## src/rtl/core/hbs_pkg.sv

```systemverilog
// ----------------------------------------------------------------------------
// hbs_pkg: shared types and helpers for the horizontal blur scaler
// Pixel and weight widths, register codes, the blend request type and the
// per-channel scaling and clamped add functions.
// ----------------------------------------------------------------------------
package hbs_pkg;

  localparam int unsigned PixW    = 24;
  localparam int unsigned ChW     = 8;
  localparam int unsigned NumCh   = PixW / ChW;
  localparam int unsigned WtW     = 9;
  localparam int unsigned AlphaW  = 9;
  localparam int unsigned CfgIdxW = 2;
  localparam int unsigned CfgDatW = 9;

  // full weight: channel passes unchanged
  localparam logic [WtW-1:0] WtFull = 9'd256;
  localparam logic [ChW-1:0] ChMax  = 8'hFF;

  // configuration register indexes
  typedef enum logic [CfgIdxW-1:0] {
    CfgBlurAlpha = 2'd0,
    CfgWidthMode = 2'd1
  } cfg_idx_e;

  // one output pixel: wx*x + wc*c + wy*y, per channel
  typedef struct packed {
    logic [PixW-1:0] x;
    logic [PixW-1:0] c;
    logic [PixW-1:0] y;
    logic [WtW-1:0]  wx;
    logic [WtW-1:0]  wc;
    logic [WtW-1:0]  wy;
  } blend_op_t;

  // floor(ch * w / 256), w at most 256
  function automatic logic [ChW-1:0] scale_ch(input logic [ChW-1:0] ch,
                                              input logic [WtW-1:0] w);
    logic [ChW+WtW-1:0] prod;
    begin
      prod = {{WtW{1'b0}}, ch} * {{ChW{1'b0}}, w};
      scale_ch = prod[ChW+ChW-1:ChW];
    end
  endfunction

  // channel add, clamped at full scale
  function automatic logic [ChW-1:0] add_ch(input logic [ChW-1:0] a,
                                            input logic [ChW-1:0] b);
    logic [ChW:0] s;
    begin
      s = {1'b0, a} + {1'b0, b};
      add_ch = s[ChW] ? ChMax : s[ChW-1:0];
    end
  endfunction

endpackage

```

## src/rtl/core/hbs_blend.sv

```systemverilog
// ----------------------------------------------------------------------------
// hbs_blend: three-tap weighted pixel blend
// Scales three RGB888 pixels per channel and sums the terms with clamping.
// ----------------------------------------------------------------------------
module hbs_blend import hbs_pkg::*; (
  input  blend_op_t       op_i,
  output logic [PixW-1:0] pixel_o
);

  // per channel: clamp(clamp(x term + c term) + y term)
  always_comb begin
    logic [ChW-1:0] tx, tc, ty, s1;
    pixel_o = '0;
    for (int k = 0; k < NumCh; k++) begin
      tx = scale_ch(op_i.x[k*ChW +: ChW], op_i.wx);
      tc = scale_ch(op_i.c[k*ChW +: ChW], op_i.wc);
      ty = scale_ch(op_i.y[k*ChW +: ChW], op_i.wy);
      s1 = add_ch(tx, tc);
      pixel_o[k*ChW +: ChW] = add_ch(s1, ty);
    end
  end

endmodule

```

## src/rtl/core/horizontal_blur_scaler_core.sv

```systemverilog
// ----------------------------------------------------------------------------
// horizontal_blur_scaler_core: horizontal blur with optional width doubling
// RGB888 line filter; previous and current pixel are held, results lag one
// input and the end-of-line pixel flushes the line.
// ----------------------------------------------------------------------------
//  channel | signals                                   | direction
//  --------+-------------------------------------------+----------
//  in      | in_valid_i in_ready_o in_pixel_i line_end_i | sink
//  out     | out_valid_o out_ready_i out_pixel_o out_line_end_o | source
//  cfg     | cfg_we_i cfg_idx_i cfg_wdata_i            | write only
//
// One output pixel per cycle leaves the result register while out_ready_i
// allows. A request emits the held pixel, if one is held; line end adds an
// emit for the last pixel, and doubling mode gives a left and a right pixel
// per emit. A job register and the result register decouple the sides, so
// a new request is taken in the cycle the previous job issues its last pixel.
// Reset clears line state, configuration and valid flags; no clearing pass.
// ----------------------------------------------------------------------------
module horizontal_blur_scaler_core import hbs_pkg::*; (
  input  logic               clk_i,
  input  logic               rst_ni,
  // configuration
  input  logic               cfg_we_i,
  input  logic [CfgIdxW-1:0] cfg_idx_i,
  input  logic [CfgDatW-1:0] cfg_wdata_i,
  // input pixels
  input  logic               in_valid_i,
  output logic               in_ready_o,
  input  logic [PixW-1:0]    in_pixel_i,
  input  logic               line_end_i,
  // output pixels
  output logic               out_valid_o,
  input  logic               out_ready_i,
  output logic [PixW-1:0]    out_pixel_o,
  output logic               out_line_end_o
);

  // configuration registers
  logic [AlphaW-1:0] alpha_q;
  logic              mode_q;

  always_ff @(posedge clk_i or negedge rst_ni) begin
    if (!rst_ni) begin
      alpha_q <= '0;
      mode_q  <= 1'b0;
    end else if (cfg_we_i) begin
      case (cfg_idx_e'(cfg_idx_i))
        CfgBlurAlpha: alpha_q <= cfg_wdata_i[AlphaW-1:0];
        CfgWidthMode: mode_q  <= cfg_wdata_i[0];
        default: ;
      endcase
    end
  end

  // line state
  logic [PixW-1:0] prev_q, curr_q, prev_d, curr_d;
  logic            holding_q;

  // job register: sel_q picks the held emit (0) or the end-of-line emit (1)
  logic            job_v_q, e1_v_q;
  logic [PixW-1:0] p0_q, c0_q, n0_q, p1_q, c1_q;
  logic            sel_q, half_q;

  // result register
  logic            out_v_q, out_last_q;
  logic [PixW-1:0] out_pix_q;

  logic in_acc, out_load, advance, op_last, job_new_v;

  assign out_load   = !out_v_q || out_ready_i;
  assign advance    = job_v_q && out_load;
  assign op_last    = (half_q || mode_q) && (sel_q || !e1_v_q);
  assign in_ready_o = !job_v_q || (advance && op_last);
  assign in_acc     = in_valid_i && in_ready_o;
  assign job_new_v  = holding_q || line_end_i;

  // neighbor update on accept
  always_comb begin
    if (holding_q) begin
      prev_d = curr_q;
      curr_d = in_pixel_i;
    end else begin
      prev_d = in_pixel_i;
      curr_d = in_pixel_i;
    end
  end

  always_ff @(posedge clk_i or negedge rst_ni) begin
    if (!rst_ni) begin
      prev_q    <= '0;
      curr_q    <= '0;
      holding_q <= 1'b0;
    end else if (in_acc) begin
      prev_q    <= prev_d;
      curr_q    <= curr_d;
      holding_q <= !line_end_i;
    end
  end

  // job control and sequencing
  always_ff @(posedge clk_i or negedge rst_ni) begin
    if (!rst_ni) begin
      job_v_q <= 1'b0;
      e1_v_q  <= 1'b0;
      sel_q   <= 1'b0;
      half_q  <= 1'b0;
    end else if (in_acc) begin
      job_v_q <= job_new_v;
      e1_v_q  <= line_end_i;
      sel_q   <= !holding_q;
      half_q  <= 1'b0;
    end else if (advance) begin
      if (op_last) begin
        job_v_q <= 1'b0;
      end else if (!mode_q && !half_q) begin
        half_q <= 1'b1;
      end else begin
        sel_q  <= 1'b1;
        half_q <= 1'b0;
      end
    end
  end

  // job payload
  always_ff @(posedge clk_i) begin
    if (in_acc) begin
      p0_q <= prev_q;
      c0_q <= curr_q;
      n0_q <= in_pixel_i;
      p1_q <= prev_d;
      c1_q <= curr_d;
    end
  end

  // build the blend request for the current output pixel
  logic [WtW-1:0]  w_c1, w_c2_dbl, w_c2_tap;
  logic [PixW-1:0] op_p, op_c, op_n, blend_pix;
  blend_op_t       op;
  logic            op_eol;

  assign w_c1     = {2'b00, alpha_q[AlphaW-1:2]};
  assign w_c2_dbl = WtFull - w_c1;
  assign w_c2_tap = WtFull - {1'b0, alpha_q[AlphaW-1:1]};

  assign op_p = sel_q ? p1_q : p0_q;
  assign op_c = sel_q ? c1_q : c0_q;
  assign op_n = sel_q ? c1_q : n0_q;

  always_comb begin
    op.x   = op_p;
    op.c   = op_c;
    op.y   = op_n;
    op.wx  = w_c1;
    op.wc  = w_c2_dbl;
    op.wy  = '0;
    op_eol = 1'b0;
    if (mode_q) begin
      // three-tap, width kept
      op.wc  = w_c2_tap;
      op.wy  = w_c1;
      op_eol = sel_q;
    end else if (half_q) begin
      if (sel_q) begin
        // last pixel of the line passes unchanged
        op.wx  = '0;
        op.wc  = WtFull;
        op_eol = 1'b1;
      end else begin
        op.x = op_n;
      end
    end
  end

  hbs_blend u_blend (
    .op_i    (op),
    .pixel_o (blend_pix)
  );

  // result register
  always_ff @(posedge clk_i or negedge rst_ni) begin
    if (!rst_ni) begin
      out_v_q <= 1'b0;
    end else if (out_load) begin
      out_v_q <= job_v_q;
    end
  end

  always_ff @(posedge clk_i) begin
    if (advance) begin
      out_pix_q  <= blend_pix;
      out_last_q <= op_eol;
    end
  end

  assign out_valid_o    = out_v_q;
  assign out_pixel_o    = out_pix_q;
  assign out_line_end_o = out_last_q;

endmodule

```

## config.mk

```make
export PLATFORM = sky130hd
export DESIGN_NAME = horizontal_blur_scaler_core
export DESIGN_NICKNAME = d
export VERILOG_FILES = /design/src/rtl/core/hbs_pkg.sv /design/src/rtl/core/hbs_blend.sv /design/src/rtl/core/horizontal_blur_scaler_core.sv
export SDC_FILE = /design/constraint.sdc
export NUM_CORES = 1
export LEC_CHECK = 0
export ABC_AREA = 0
export BUFFER_PORTS_ARGS = -buffer_cell sky130_fd_sc_hd__buf_2
export CELL_PAD_IN_SITES_DETAIL_PLACEMENT = 0
export CELL_PAD_IN_SITES_GLOBAL_PLACEMENT = 1
export CORE_MARGIN = 10
export CORE_UTILIZATION = 55
export CTS_CLUSTER_DIAMETER = 50
export DETAILED_ROUTE_END_ITERATION = 8
export GPL_ROUTABILITY_DRIVEN = 0
export PLACE_DENSITY = 0.94
export SYNTH_ARGS = -nofsm -noshare
export SYNTH_HDL_FRONTEND = slang
export SYNTH_SLANG_ARGS = --single-unit
```

## constraint.sdc

```tcl
create_clock -name clk_i -period 21.9 [get_ports clk_i]
set_input_delay 3.285 -clock clk_i [delete_from_list [all_inputs] [get_ports clk_i]]
set_output_delay 3.285 -clock clk_i [all_outputs]
set_load 0.05 [all_outputs]
```

==> out/summary.txt <==
MaxCap Viol Count = 0
#FFs+latches synth = 184
Max_slew headroom = 10.2%
Max Transition Viols Final = 0
Crit Path Max Fanout = 59
Clk Latency, worst-skew pair = 460 ps
Synth Instances = 2702
Top_reg_cell synth = edfxtp_1
Tightest Pin Transition = 1310 ps
Vias in the first global route = 20000
Cell family with most CP delay = adder cells
DRT iter0 DRCs = 1317
Initial core utilization = 55.6%
Status = finished clean
Initial antenna violation count = 1
Largest net degree at the start of global routing = 90
First-pass GRT wire length = 103000 um
Clock slew seen by the registers of the worst setup and hold paths = 80 ps
Core Area = 0.0454 mm2
WS Path Type = register to register
Yosys warnings = 0
Net count after synthesis = 3385
Final setup fails = 0
Worst clock skew = 11.8 ps
TritonCTS Buffers = 17
Setup TNS = 0 ps
Post-CTS setup buffer count = 0
Arrival time worst endpoint = 10690 ps
FILL cells = 3804
Num Clock Sinks = 184
Area of the multi-input gates = 0.0181 mm2
Req. time, crit path = 22120 ps
Layout cells sized above 1 = 9.74%
Post-synth EDFFs = 121
Num rows = 78
Tot GR Track Use = 23.6%
Final ANT Viol Nets = 0
Clock buffer depth = 2
DRC viols = 0
DIE WIDTH = 234 um
Hold WC Path Type = register to register
RSZ-0062 raised after global routing = no
Routed vias = 19100
Crit end category = register
Register Area = 0.00522 mm2
Die height = 234 um
Number of I/O port buffers = 67
Final hold vios = 0
Synth-to-layout area growth = 6.30%
PostCTS Resize Cnt = 0
Mapped Area = 0.0252 mm2
Drt pass-1 iters = 6
Sequential fraction of the synthesis area = 20.6%
Tcrit/Tclk final = 47.8%
Nets = 3411
Area of the die = 0.0549 mm2
Remaining global-route overflow = 0
Slowest CP cell = nand2_1
Number of distinct library cells after synthesis = 76
Crit start category = register
Max frequency = 95.5 MHz
H-tree Lvls = 4
# hold bufs at CTS = 0
Hpwl dp = 49800 um
Io pins = 68
Avg Cell Area, Syn = 9.34 um2
Via density = 5.72
Root Driver = clkbuf_16
CTS tree = yes
Min Clock Period, post-route = 10470 ps
Post-synth ARST share = 34.2%
Wire length per cell = 18.8 um
Max stage delay on crit path = 850 ps
Final wirelength = 62700 um
Buf/Inv on CP = 4
CP most frequent cell = fa_1
==> logic make-up after synthesis <==
logic type      count (synthesis)  share of synthesized area (%)
simple gates                  899                           16.0
fa+ha+maj                     642                           40.6
buf+inv                       507                           7.69
compound gates                281                           7.74
flops                         184                           20.6
xor+xnor                       99                           3.43
mux                            90                           3.87
==> state kept, by name, indices dropped and copies added (netlist names) <==
signal          count
c0_q               24
c1_q               24
curr_q             24
out_pixel_o        24
p0_q               24
p1_q               24
prev_q             24
alpha_q             8
e1_v_q              1
half_q              1
holding_q           1
job_v_q             1
mode_q              1
out_line_end_o      1
out_valid_o         1
sel_q               1
==> path summary, 6_finish.rpt <==
kind	slack (ps)	startpoint	endpoint	depth (start not counted)
max	11430	sel_q	out_pixel_o[9]	35
min	440	prev_q[22]	p0_q[22]	0
max reg2reg	11430	sel_q	out_pixel_o[9]	35
min reg2reg	440	prev_q[22]	p0_q[22]	0
max in group asynchronous	18170	rst_ni	sel_q	2
min in group asynchronous	3010	rst_ni	curr_q[0]	2
==> cell usage after synthesis (7+ instances only) <==
cell,instances,area share (%)
a21boi_0,7,0.21
o21ai_0,51,1.0
nand2b_1,31,0.77
a21o_1,26,0.77
xnor2_1,72,2.5
and2_1,17,0.42
nand2_1,258,3.8
buf_2,10,0.20
dfrtp_1,63,6.2
ha_1,345,17
and3_1,60,1.5
edfxtp_1,121,14
o21a_1,28,0.83
a21oi_1,74,1.5
nand3_1,48,0.95
a22oi_1,7,0.21
mux2i_1,34,1.3
inv_1,400,5.9
o21bai_1,16,0.48
nor3_1,13,0.26
clkbuf_1,84,1.2
fa_1,297,24
mux2_2,54,2.4
nor4_1,8,0.20
nor2b_1,15,0.37
or2_2,37,0.92
nor2_1,376,5.6
xor2_1,27,0.94
==> through the flow <==
step / setup slack (ps) / instances / utilization [%] / cell area (um2) / hold slack [ps]
floorplan: 12850 / 2702 / - / 25200 / 421
global placement: 11900 / 3309 / 57.8 / 26300 / 424
detailed placement: 11590 / 3309 / 57.8 / 26300 / 430
CTS: 11530 / 3341 / 59.1 / 26800 / 444
global route: 10590 / 3341 / 59.1 / 26800 / 451
finish: 11430 / 3342 / 59.1 / 26800 / 444
==> per-layer routing <==
layer / global-route usage [%] / wire length [um]
met2: 39.9 / 30200
met1: 30.8 / 27000
met4: 7.90 / 1690
met5: 0 / 0
met3: 3.32 / 3870
==> layout by cell type, fill, tap and decap left out, types with 15 or more instances in the layout <==
cell type	count
dfrtp_1	61
o21bai_1	16
o21a_1	28
mux2i_1	34
nand2b_1	31
xnor2_1	72
a21oi_1	74
and3_1	60
ha_1	345
nand3_1	48
inv_1	400
fa_1	297
mux2_2	54
nand2_1	258
xor2_1	27
or2_2	37
nor2b_1	15
edfxtp_1	121
buf_4	46
buf_2	67
o21ai_0	51
a21o_1	26
clkbuf_16	17
and2_1	16
nor2_1	376
==> cell type report <==
cell class / count / area share [%]
Sequential cell: 184 / 19.4
Inverter: 401 / 5.62
Multi-Input combinational cell: 2011 / 67.4
Tap cell: 600 / 2.80
Timing Repair Buffer: 113 / 2.54
Antenna cell: 1 / 0.00932
Clock buffer: 20 / 1.74
Clock inverter: 12 / 0.438
Power is not shown: default switching activity piles up to over one toggle a cycle in this logic, so the estimate is an artifact.
